File: src/rtl/floppy_chs_command_former_defines.svh
// assertion macros for the floppy chs command former
`ifndef FLOPPY_CHS_COMMAND_FORMER_DEFINES_SVH
`define FLOPPY_CHS_COMMAND_FORMER_DEFINES_SVH

`ifndef SYNTH

// same-cycle implication, reset masks the check
`define FCF_ASSERT_IMPL(lbl, clk_s, rst_s, ante, cons) \
  lbl: assert property (@(posedge clk_s) disable iff (!rst_s) (ante) |-> (cons)) \
    else $error("fcf same-cycle check failed");

// next-cycle implication, reset masks the check
`define FCF_ASSERT_NEXT(lbl, clk_s, rst_s, ante, cons) \
  lbl: assert property (@(posedge clk_s) disable iff (!rst_s) (ante) |=> (cons)) \
    else $error("fcf next-cycle check failed");

`else

`define FCF_ASSERT_IMPL(lbl, clk_s, rst_s, ante, cons)
`define FCF_ASSERT_NEXT(lbl, clk_s, rst_s, ante, cons)

`endif

`endif

File: src/rtl/fcf_pkg.sv
package fcf_pkg;

  // byte offset bits that take part in the conversion
  localparam int OffsetBits = 24;
  localparam int OffUsed    = (OffsetBits < 24) ? OffsetBits : 24;
  localparam logic [23:0] OffMask = 24'((33'(1) << OffUsed) - 33'(1));

  // logical sector numbers, dividend of the sector divider
  localparam int QuoW          = 18;
  localparam int SptW          = 6;
  localparam int StepsPerStage = 6;
  localparam int DivStages     = (QuoW + StepsPerStage - 1) / StepsPerStage;

  localparam int AddrW = 5;

  typedef enum logic [2:0] {
    RegSizeCode  = 3'd0,
    RegSpt       = 3'd1,
    RegHeadCount = 3'd2,
    RegSteps     = 3'd3,
    RegGapLength = 3'd4
  } reg_idx_t;

  localparam logic [1:0] FuncRead  = 2'd0;
  localparam logic [1:0] FuncWrite = 2'd1;

  localparam logic [7:0] CmdRead  = 8'h66;
  localparam logic [7:0] CmdWrite = 8'h45;
  localparam logic [7:0] CmdMulti = 8'h80;
  localparam logic [7:0] CmdSeek  = 8'h0f;

  typedef struct packed {
    logic [1:0]      size_code;
    logic [SptW-1:0] spt;
    logic [1:0]      head_count;
    logic [1:0]      steps;
    logic [7:0]      gap;
  } cfg_t;

  // one divider lane: partial remainder and dividend shifting into quotient
  typedef struct packed {
    logic [SptW-1:0] rem;
    logic [QuoW-1:0] quo;
  } lane_t;

  typedef struct packed {
    logic [1:0]  func;
    logic [1:0]  drive;
    logic [23:0] len;
    lane_t       first;
    lane_t       last;
  } item_t;

  typedef struct packed {
    logic [7:0]  cylinder;
    logic        head;
    logic [5:0]  sector;
    logic [7:0]  track;
    logic [23:0] clipped_length;
    logic [7:0]  command_byte;
    logic [2:0]  unit_byte;
    logic        range_error;
  } result_t;

endpackage

File: src/rtl/floppy_chs_command_former.sv
// Floppy CHS command former. Each beat on the input carries a request (read,
// write or seek), a drive, a byte offset and a length; each beat on the output
// carries cylinder, head, 1-based sector, physical track, the length clipped
// at the cylinder boundary, the controller command byte, the unit byte and a
// range flag for cylinders above 255. Geometry comes from the APB registers
// (size code, sectors per track, heads, steps per cylinder, gap length at byte
// addresses 0, 4, 8, 12, 16); write them only while the block is empty. One
// request is taken every cycle while the input is not stalled, and its result
// reaches the output through five register stages:
// one entry stage that forms the start and end sector numbers, three stages of
// a restoring divider by sectors per track (six quotient bits per stage, start
// and end lanes side by side), and one finishing stage that is the output
// register. Empty stages fill in behind a stalled output, so the input stalls
// only when every stage holds a beat.
`include "floppy_chs_command_former_defines.svh"

module floppy_chs_command_former (
  input  logic                      clk,
  input  logic                      rst_n,
  // request channel
  input  logic                      in_valid,
  output logic                      in_stall,
  input  logic [1:0]                in_func,
  input  logic [1:0]                in_drive,
  input  logic [23:0]               in_byte_offset,
  input  logic [23:0]               in_length,
  // result channel
  output logic                      out_valid,
  input  logic                      out_stall,
  output logic [7:0]                out_cylinder,
  output logic                      out_head,
  output logic [5:0]                out_sector,
  output logic [7:0]                out_track,
  output logic [23:0]               out_clipped_length,
  output logic [7:0]                out_command_byte,
  output logic [2:0]                out_unit_byte,
  output logic                      out_range_error,
  // configuration
  input  logic                      psel,
  input  logic                      penable,
  input  logic                      pwrite,
  input  logic [fcf_pkg::AddrW-1:0] paddr,
  input  logic [31:0]               pwdata,
  output logic [31:0]               prdata,
  output logic                      pready
);

  // entry stage, divider stages, output stage
  localparam int NStg = fcf_pkg::DivStages + 2;

  fcf_pkg::cfg_t            cfg;
  logic [fcf_pkg::SptW-1:0] spt_eff;

  fcf_pkg::item_t   pipe_r [fcf_pkg::DivStages+1];
  fcf_pkg::item_t   div_out [fcf_pkg::DivStages];
  fcf_pkg::result_t res_r;
  fcf_pkg::result_t res_nxt;
  logic [NStg-1:0]  v_r;
  logic [NStg-1:0]  en;

  // entry stage datapath
  logic [23:0]      off;
  logic [24:0]      end_pos;
  logic [3:0]       shamt;
  fcf_pkg::item_t   entry;

  fcf_cfg u_cfg (
    .clk     (clk),
    .rst_n   (rst_n),
    .psel    (psel),
    .penable (penable),
    .pwrite  (pwrite),
    .paddr   (paddr),
    .pwdata  (pwdata),
    .prdata  (prdata),
    .pready  (pready),
    .cfg     (cfg)
  );

  // zero sectors per track behaves as one
  assign spt_eff = (cfg.spt == '0) ? fcf_pkg::SptW'(1) : cfg.spt;

  // a stage moves when it is empty or the stage after it moves
  always_comb begin
    en[NStg-1] = !v_r[NStg-1] || !out_stall;
    for (int i = NStg - 2; i >= 0; i--) begin
      en[i] = !v_r[i] || en[i+1];
    end
  end

  assign in_stall = !en[0];

  // bytes per sector is 128 << size code, so sector number is a plain shift
  assign off     = in_byte_offset & fcf_pkg::OffMask;
  assign end_pos = {1'b0, off} + {1'b0, in_length};
  assign shamt   = 4'd7 + {2'd0, cfg.size_code};

  always_comb begin
    entry.func      = in_func;
    entry.drive     = in_drive;
    entry.len       = in_length;
    entry.first.rem = '0;
    entry.first.quo = fcf_pkg::QuoW'({1'b0, off} >> shamt);
    entry.last.rem  = '0;
    entry.last.quo  = fcf_pkg::QuoW'(end_pos >> shamt);
  end

  // divider stages, each retiring six quotient bits on both lanes
  for (genvar g = 0; g < fcf_pkg::DivStages; g++) begin : g_div
    fcf_div_stage u_div (
      .item_in  (pipe_r[g]),
      .divisor  (spt_eff),
      .item_out (div_out[g])
    );
  end

  // cylinder, head, track, clip and command bytes from the full quotients
  fcf_finish u_finish (
    .item    (pipe_r[fcf_pkg::DivStages]),
    .cfg     (cfg),
    .spt_eff (spt_eff),
    .res     (res_nxt)
  );

  // valid bits travel with the beats
  always_ff @(posedge clk) begin
    if (!rst_n) begin
      v_r <= '0;
    end else begin
      if (en[0]) begin
        v_r[0] <= in_valid;
      end
      for (int i = 1; i < NStg; i++) begin
        if (en[i]) begin
          v_r[i] <= v_r[i-1];
        end
      end
    end
  end

  // payload registers, no reset
  always_ff @(posedge clk) begin
    if (en[0]) begin
      pipe_r[0] <= entry;
    end
    for (int i = 0; i < fcf_pkg::DivStages; i++) begin
      if (en[i+1]) begin
        pipe_r[i+1] <= div_out[i];
      end
    end
    if (en[NStg-1]) begin
      res_r <= res_nxt;
    end
  end

  assign out_valid          = v_r[NStg-1];
  assign out_cylinder       = res_r.cylinder;
  assign out_head           = res_r.head;
  assign out_sector         = res_r.sector;
  assign out_track          = res_r.track;
  assign out_clipped_length = res_r.clipped_length;
  assign out_command_byte   = res_r.command_byte;
  assign out_unit_byte      = res_r.unit_byte;
  assign out_range_error    = res_r.range_error;

  // an out-of-range cylinder saturates the cylinder; the track saturates too,
  // or stays zero when steps per cylinder is zero
  `FCF_ASSERT_IMPL(a_range_sat, clk, rst_n, out_valid && out_range_error,
                   out_cylinder == 8'hff && (out_track == 8'hff || out_track == 8'h00))
  // a second head only shows up on two-head media, and sectors count from one
  `FCF_ASSERT_IMPL(a_head_geom, clk, rst_n, out_valid,
                   (!out_head || cfg.head_count[1]) && out_sector != 6'd0 &&
                   out_unit_byte[2] == out_head)
  // the input stalls only when every stage is full and the output is held
  `FCF_ASSERT_IMPL(a_stall_full, clk, rst_n, in_stall, (&v_r) && out_stall)

endmodule

File: src/rtl/fcf_cfg.sv
module fcf_cfg (
  input  logic                     clk,
  input  logic                     rst_n,
  input  logic                     psel,
  input  logic                     penable,
  input  logic                     pwrite,
  input  logic [fcf_pkg::AddrW-1:0] paddr,
  input  logic [31:0]              pwdata,
  output logic [31:0]              prdata,
  output logic                     pready,
  output fcf_pkg::cfg_t            cfg
);

  fcf_pkg::cfg_t     cfg_r;
  fcf_pkg::reg_idx_t idx;
  logic              wr;

  assign idx    = fcf_pkg::reg_idx_t'(paddr[fcf_pkg::AddrW-1:2]);
  assign wr     = psel && penable && pwrite;
  assign pready = 1'b1;
  assign cfg    = cfg_r;

  always_ff @(posedge clk) begin
    if (!rst_n) begin
      cfg_r.size_code  <= 2'd2;
      cfg_r.spt        <= 6'd18;
      cfg_r.head_count <= 2'd2;
      cfg_r.steps      <= 2'd1;
      cfg_r.gap        <= 8'd27;
    end else if (wr) begin
      case (idx)
        fcf_pkg::RegSizeCode:  cfg_r.size_code  <= pwdata[1:0];
        fcf_pkg::RegSpt:       cfg_r.spt        <= pwdata[5:0];
        fcf_pkg::RegHeadCount: cfg_r.head_count <= pwdata[1:0];
        fcf_pkg::RegSteps:     cfg_r.steps      <= pwdata[1:0];
        fcf_pkg::RegGapLength: cfg_r.gap        <= pwdata[7:0];
        default: ;
      endcase
    end
  end

  always_comb begin
    case (idx)
      fcf_pkg::RegSizeCode:  prdata = {30'd0, cfg_r.size_code};
      fcf_pkg::RegSpt:       prdata = {26'd0, cfg_r.spt};
      fcf_pkg::RegHeadCount: prdata = {30'd0, cfg_r.head_count};
      fcf_pkg::RegSteps:     prdata = {30'd0, cfg_r.steps};
      fcf_pkg::RegGapLength: prdata = {24'd0, cfg_r.gap};
      default:               prdata = 32'd0;
    endcase
  end

endmodule

File: src/rtl/fcf_div_stage.sv
module fcf_div_stage (
  input  fcf_pkg::item_t              item_in,
  input  logic [fcf_pkg::SptW-1:0]    divisor,
  output fcf_pkg::item_t              item_out
);

  // one restoring step: next dividend bit into the remainder, one quotient bit out
  function automatic fcf_pkg::lane_t div_step(fcf_pkg::lane_t l,
                                              logic [fcf_pkg::SptW-1:0] d);
    fcf_pkg::lane_t          r;
    logic [fcf_pkg::SptW:0]  t;
    t     = {l.rem, l.quo[fcf_pkg::QuoW-1]};
    r.quo = {l.quo[fcf_pkg::QuoW-2:0], 1'b0};
    if (t >= {1'b0, d}) begin
      r.rem    = fcf_pkg::SptW'(t - {1'b0, d});
      r.quo[0] = 1'b1;
    end else begin
      r.rem = t[fcf_pkg::SptW-1:0];
    end
    return r;
  endfunction

  always_comb begin
    fcf_pkg::item_t it;
    it = item_in;
    for (int s = 0; s < fcf_pkg::StepsPerStage; s++) begin
      it.first = div_step(it.first, divisor);
      it.last  = div_step(it.last, divisor);
    end
    item_out = it;
  end

endmodule

File: src/rtl/fcf_finish.sv
module fcf_finish (
  input  fcf_pkg::item_t           item,
  input  fcf_pkg::cfg_t            cfg,
  input  logic [fcf_pkg::SptW-1:0] spt_eff,
  output fcf_pkg::result_t         res
);

  logic                     heads2;
  logic [fcf_pkg::QuoW-1:0] cyl, cyl_e;
  logic                     head, head_e;
  logic [fcf_pkg::SptW:0]   pos_e;
  logic [16:0]              cut;
  logic [19:0]              prod;
  logic                     range;
  logic [23:0]              clipped;
  logic [7:0]               multi;

  assign heads2 = cfg.head_count[1];

  // quotient is sector / spt; one more halving when two heads
  assign cyl    = heads2 ? {1'b0, item.first.quo[fcf_pkg::QuoW-1:1]} : item.first.quo;
  assign head   = heads2 & item.first.quo[0];
  assign cyl_e  = heads2 ? {1'b0, item.last.quo[fcf_pkg::QuoW-1:1]} : item.last.quo;
  assign head_e = heads2 & item.last.quo[0];

  // end position inside its cylinder, in bytes
  assign pos_e = {1'b0, item.last.rem} + (head_e ? {1'b0, spt_eff} : 7'd0);
  assign cut   = 17'({pos_e, 7'd0}) << cfg.size_code;

  always_comb begin
    clipped = item.len;
    if (cyl_e != cyl) begin
      clipped = ({7'd0, cut} <= item.len) ? item.len - {7'd0, cut} : 24'd0;
    end
  end

  assign range = |cyl[fcf_pkg::QuoW-1:8];
  assign prod  = {2'd0, cyl} * {18'd0, cfg.steps};
  assign multi = heads2 ? fcf_pkg::CmdMulti : 8'd0;

  always_comb begin
    res.cylinder       = range ? 8'hff : cyl[7:0];
    res.head           = head;
    res.sector         = item.first.rem + 6'd1;
    res.track          = (|prod[19:8]) ? 8'hff : prod[7:0];
    res.clipped_length = clipped;
    res.unit_byte      = {head, item.drive};
    res.range_error    = range;
    case (item.func)
      fcf_pkg::FuncRead:  res.command_byte = fcf_pkg::CmdRead | multi;
      fcf_pkg::FuncWrite: res.command_byte = fcf_pkg::CmdWrite | multi;
      default:            res.command_byte = fcf_pkg::CmdSeek;
    endcase
  end

endmodule
File: config.mk
export PLATFORM = sky130hd
export DESIGN_NAME = floppy_chs_command_former
export DESIGN_NICKNAME = d
export VERILOG_FILES = /design/src/rtl/fcf_pkg.sv /design/src/rtl/floppy_chs_command_former.sv /design/src/rtl/fcf_cfg.sv /design/src/rtl/fcf_div_stage.sv /design/src/rtl/fcf_finish.sv
export VERILOG_INCLUDE_DIRS = /design/src /design/src/rtl
export SDC_FILE = /design/constraint.sdc
export NUM_CORES = 1
export LEC_CHECK = 0
export ABC_AREA = 0
export BUFFER_PORTS_ARGS = -buffer_cell sky130_fd_sc_hd__buf_4
export CAP_MARGIN = 20
export CORE_MARGIN = 2
export CORE_UTILIZATION = 50
export DETAILED_ROUTE_END_ITERATION = 8
export GPL_TIMING_DRIVEN = 1
export PLACE_DENSITY = 0.77
export SYNTH_ARGS = -nofsm -noshare
export SYNTH_HDL_FRONTEND = slang
export SYNTH_SLANG_ARGS = --single-unit
File: constraint.sdc
create_clock -name clk -period 13.55 [get_ports clk]
set_clock_uncertainty 0.1 [all_clocks]
set_input_delay 0 -clock clk [delete_from_list [all_inputs] [get_ports clk]]
set_output_delay 0 -clock clk [all_outputs]
set_load 0.01 [all_outputs]
==> impl_metrics.yaml, run 1 <==
min_path:
  worstHoldEndpoint: "pipe_r[0][72]$_DFFE_PN_"
  holdPathStages: 2
  worstHoldStart: "in_drive[0]"
  hp-class: "in -> reg"
logic_synthesis:
  netlist_area_sq_um: 26300
  yosys.area.top_type_share: 0.396
  synth_top_cell_by_area: "edfxtp_1"
  synth-compound-area-share: 0.139
  synthCells: 2406
  synth_top_family_by_area: "adder cells"
  yosys_warnings: 0
  ys_seq_elements: 372
  ys_top_cells_by_count: "347 x edfxtp_1, 264 x ha_1, 176 x inv_1"
  synth-edff-count: 347
  syn_avg_cell_area_sq_um: 10.9
  yosys_most_used_dff: "edfxtp_1"
  synth_xor_area_frac: 0.0506
  synthSimpleGateAreaFrac: 0.118
  synth_adder_area_share: 0.153
  ys_types: 94
  ys_top_cells_by_area: "edfxtp_1 40%, ha_1 13%, mux2i_1 3.8%"
  seq_area_frac_synth: 0.415
  synthMuxAreaShare: 0.0837
  yosysMostFrequentCell: "edfxtp_1"
  async_flop_share: 0
timing:
  slew_headroom: 0.334
  setup-violations-final: 0
  tightest_slew_ns: 0.998
  timing.hold.ws_ns: 0.0488
  drv_slew: 0
  hold_violations: 0
  fin_crit_ns: 12.85
  period_share: 0.948
  fmax_mhz: 77.8
setup_path:
  slowest_stage: "or3_1"
  crit_type: "reg -> reg"
  r2r_cells: 58
  cp-start-kind: "flip-flop"
  rr_endpoint: "pipe_r[3][45]$_DFFE_PP_"
  worstPathRequired_ns: 13.74
  cp_max_fo: 11
  cpMostUsedCell: "ha_1"
  critPathArrivalTime_ns: 13.04
  slowest_delay_ns: 0.40
  ff2ff_setup_slack_ns: 0.70
  r2r_start: "u_cfg.cfg[14]$_SDFFE_PN0P_"
  endpoint_kind: "flip-flop"
floorplanning:
  ios: 190
  rows: 84
  initial_utilization: 0.503
  die_h_microns: 233
  coreArea_sq_um: 52300
  die_area_sq_um: 54500
  die_x_microns: 233
global_routing:
  overflow: 0
  grt_pass1_wl_mm: 104
  grt_use_total: 0.241
  grt_pass1_vias: 20000
  antenna_found_initial: 0
  grt_start_max_net_pins: 78
placed_design:
  placedCellCount: 3239
  dp_hpwl_mm: 47.2
  portBuffers: 136
  gp_congestion: 0.955
  place_area_sq_um: 28400
clock_network:
  numCtsBuffers: 39
  h-tree-depth: 2
  cts-root-buf: "clkbuf_16"
  path_clk_slew_ns: 0.06
  cts_buffer_depth: 3
  insertion_delay_ns: 0.58
  cts.sinks: 372
  cts_tree: "built"
flow_run:
  cap_violations: 0
route:
  drc: 0
  drtIter0Drc: 1673
  viasPerCell: 5.77
  vias: 19700
  ant_nets: 0
  wl_mm: 65.6
  first_pass_iters: 6
  avgRoutedWirePerCell_microns: 19.3
layout:
  stdcell_area_sq_um: 30700
  seqCellArea_sq_um: 10900
  multi_input_area_sq_um: 14600
  fillers: 4106
  area_delta_synth_final_pct: 16.8
  antenna_cells: 0
  layoutNonFillerInstCount: 3407
  nNetsFinal: 3084
  drive_above_1_share: 0.160
run_status:
  status: "finished, final reports clean"
-- state kept, by name, summed over array words and instances (netlist names) --
signal              cells
out_command_byte        6
out_unit_byte           2
out_sector              6
v_r                     5
out_clipped_length     24
pipe_r                291
out_head                1
out_track               8
out_range_error         1
u_cfg.cfg              20
out_cylinder            8
-- metal layers --
metal,vias to the layer above,GRT usage,part of all wire
li1,9405,-,-
met1,9443,0.302,0.41
met2,653,0.423,0.49
met3,171,0.0293,0.055
met4,0,0.0945,0.040
met5,-,0,0
-- layout make-up --
type,instances,area share
Multi-Input combinational cell,1810,0.476
Sequential cell,372,0.356
Timing Repair Buffer,284,0.0775
Clock buffer,53,0.0348
Tap cell,688,0.0280
Inverter,181,0.0222
Clock inverter,19,0.00627
-- worst max-delay path, delay by kind of cell (launching register included) --
kind,cells,cell delay (ns)
flip-flops,1,0.34
buffers and inverters,5,0.73
adder cells (fa/ha/maj),6,1.85
AND/OR/NAND/NOR,20,3.79
AO/OA/AOI/OAI,24,4.75
multiplexers,3,0.98
-- stage by stage --
step                TNS [ns]   util  setup WS [ns]
floorplan                  0      -          0.577
global placement           0  0.542          0.420
detailed placement    -0.356  0.542        -0.0765
CTS                        0  0.583         0.0220
global route          -0.328  0.587        -0.0465
finish                     0  0.587          0.700
-- what timing repair did --
| item | in CTS | in global routing |
|---|---|---|
| buffers inserted | 0 | 8 |
| pin swaps | 0 | 4 |
| hold buffers | 87 | 0 |
| endpoints found under the hold margin | 73 | 0 |
| setup endpoints to repair | 11 | 35 |
| gates resized for setup | 2 | 43 |
-- cells by family after synthesis --
| kind of cell | count (synthesis) |
|---|---|
| DFF | 372 |
| buffers and inverters | 251 |
| AOI/OAI and AO/OA | 545 |
| muxes | 191 |
| and+or+nand+nor | 593 |
| xor gates and xnor gates | 152 |
| adders and majority gates | 300 |
| other | 2 |
-- layout by cell type, fill, tap and decap left out, types with 33 or more instances in the layout --
cell type and instances:
mux2i_1 95, inv_1 173, xor2_1 62, xnor2_1 90
dlygate4sd3_1 87, nand3_1 43, nand2_1 125, nor2b_1 98
clkbuf_16 40, a21oi_1 123, edfxtp_1 347, fa_1 36
mux2_2 65, buf_4 195, nor2_1 112, a21o_1 80
o21ai_0 105, nand2b_1 33, o21a_1 50, ha_1 264
-- worst max-delay path by stage --
stage / depth (start not counted) / slack, ns / end / startpoint
after floorplan: 60 / 0.58 / pipe_r[3][45]$_DFFE_PP_ / u_cfg.cfg[17]$_SDFFE_PN0P_
after global placement: 59 / 0.42 / pipe_r[2][19]$_DFFE_PP_ / u_cfg.cfg[17]$_SDFFE_PN0P_
after detailed placement: 59 / -0.08 / pipe_r[2][19]$_DFFE_PP_ / u_cfg.cfg[17]$_SDFFE_PN0P_
after CTS: 59 / 0.02 / pipe_r[2][22]$_DFFE_PP_ / u_cfg.cfg[17]$_SDFFE_PN0P_
after global routing: 61 / -0.05 / pipe_r[2][22]$_DFFE_PP_ / u_cfg.cfg[14]$_SDFFE_PN0P_
final: 58 / 0.70 / pipe_r[3][45]$_DFFE_PP_ / u_cfg.cfg[14]$_SDFFE_PN0P_
Power of run 1 is left out: the tool's default activity adds up to more than one toggle a clock period on the data nets, which glitch-free logic cannot reach.
==> inputs of run 2 (changes only) <==
--- a/config.mk
+++ b/config.mk
@@ -13,7 +13,8 @@
 export CORE_UTILIZATION = 50
 export DETAILED_ROUTE_END_ITERATION = 8
 export GPL_TIMING_DRIVEN = 1
-export PLACE_DENSITY = 0.77
+export PLACE_DENSITY = 0.74
 export SYNTH_ARGS = -nofsm -noshare
 export SYNTH_HDL_FRONTEND = slang
 export SYNTH_SLANG_ARGS = --single-unit
+export TNS_END_PERCENT = 10
==> constraint.sdc (replaced) <==
create_clock -name clk -period 14.6 [get_ports clk]
set_clock_uncertainty 0.1 [all_clocks]
set_input_delay 0 -clock clk [delete_from_list [all_inputs] [get_ports clk]]
set_output_delay 0 -clock clk [all_outputs]
set_load 0.01 [all_outputs]
==> run 2 against run 1 <==
- core utilization shrank 0.55 points
- sequential share of layout area grew 0.33 points
- maximum frequency shrank 6.5%
- critical path depth shrank 3
- global-route usage grew 0.23 points
- cell count shrank 0.73%
- largest cell class unchanged
==> impl_metrics.yaml, run 2 (synthesis results as in run 1) <==
run_status:
  status: "finished, final reports clean"
layout:
  largest_register: "pipe_r"
  drive_above_1_share: 0.143
  nNetsFinal: 3060
  layout_commonest_cell: "edfxtp_1"
  largest_register_ffs: 291
  antenna_cells: 0
  final_cell_mix: "347 x edfxtp_1, 264 x ha_1, 173 x inv_1, 167 x buf_4, 129 x a21oi_1"
  area_delta_synth_final_pct: 15.7
timing:
  fmax_mhz: 72.7
  period_share: 0.942
  drv_slew: 0
  rsz0062_at_grt: "true"
  fin_crit_ns: 13.75
  hold_violations: 0
  slew_headroom: 0.284
  fin_setup_tns_ns: 0
  setup-violations-final: 0
  tightest_slew_ns: 1.07
setup_path:
  slowest_stage: "xnor2_1"
  endpoint_kind: "flip-flop"
  crit_type: "reg -> reg"
  cpMostUsedCell: "ha_1"
  critPathArrivalTime_ns: 13.96
  cp-start-kind: "flip-flop"
  cp_max_fo: 15
  worstPathRequired_ns: 14.81
  slowest_delay_ns: 0.52
route:
  first_pass_iters: 6
  drc: 0
  viasPerCell: 5.79
  drtIter0Drc: 1413
  avgRoutedWirePerCell_microns: 19.5
  vias: 19600
  ant_nets: 0
  wl_mm: 66.1
global_routing:
  grt_start_max_net_pins: 73
  overflow: 0
  antenna_found_initial: 0
  grt_pass1_wl_mm: 105
  grt_use_total: 0.243
  grt_pass1_vias: 20000
clock_network:
  path_clk_slew_ns: 0.06
  cts-root-buf: "clkbuf_16"
  cts_tree: "built"
  insertion_delay_ns: 0.56
  cts.sinks: 372
  numCtsBuffers: 40
  h-tree-depth: 2
  cts_buffer_depth: 3
placed_design:
  gp_congestion: 0.929
  portBuffers: 136
  dp_hpwl_mm: 47.7
floorplanning:
  die_h_microns: 233
  initial_utilization: 0.503
  coreArea_sq_um: 52300
  rows: 84
  die_area_sq_um: 54500
  ios: 190
  die_x_microns: 233
min_path:
  hp-class: "in -> reg"
flow_run:
  cap_violations: 0
run 2: final cells by class:
class | instances | area [sq um]
repair buffers | 259 | 2170
clock inverters | 25 | 272
multi-input cells | 1810 | 14500
inverters | 181 | 682
fillers | 4236 | 21900
well taps | 688 | 861
clock buffers | 47 | 1030
flip-flops and latches | 372 | 10900
run 2: critical path: cells and delay by family (launching register included):
family          cells  cell delay (ns)
fa+ha+maj           7             2.09
xor+xnor            1             0.52
flops               1             0.39
buf+inv             8             1.13
mux                 1             0.33
compound gates     25             6.61
simple gates       13             2.30
run 2: routing by layer:
metal  GRT usage  wire length, microns
met1       0.303                 27900
met2       0.427                 32200
met3      0.0320                  3560
met5           0                     0
met4      0.0967                  2370
run 2: worst paths after layout:
kind / endpoint / start / cells past startpoint / slack (ns)
worst min-delay path: pipe_r[0][74]$_DFFE_PN_ / in_func[0] / 2 / 0.06
worst max register to register: pipe_r[1][23]$_DFFE_PP_ / u_cfg.cfg[16]$_SDFFE_PN1P_ / 55 / 0.85
worst min register to register: pipe_r[1][65]$_DFFE_PP_ / pipe_r[0][65]$_DFFE_PN_ / 0 / 0.31
worst max-delay path: pipe_r[1][23]$_DFFE_PP_ / u_cfg.cfg[16]$_SDFFE_PN1P_ / 55 / 0.85
run 2: timing repair:
item                                    CTS  global route
hold buffers                             90             0
setup buffers                             0             1
gates resized for setup                   0            19
endpoints found under the setup margin    0            35
endpoints found under the hold margin    73             0
run 2: metrics by stage:
step           std cells  hold WS (ns)  cell area [sq um]  setup WS, ns  utilization
6_report            3382        0.0610              30400         0.850        0.582
3_3_place_gp        3218        0.0781              28200         0.767        0.538
4_1_cts             3380        0.0370              30400         0.349        0.580
2_1_floorplan       2433      -0.00113              26400          1.63            -
5_1_grt             3382        0.0552              30400       -0.0458        0.582
3_5_place_dp        3218        0.0798              28200         0.388        0.538
Power of run 2 is left out for the same reason.
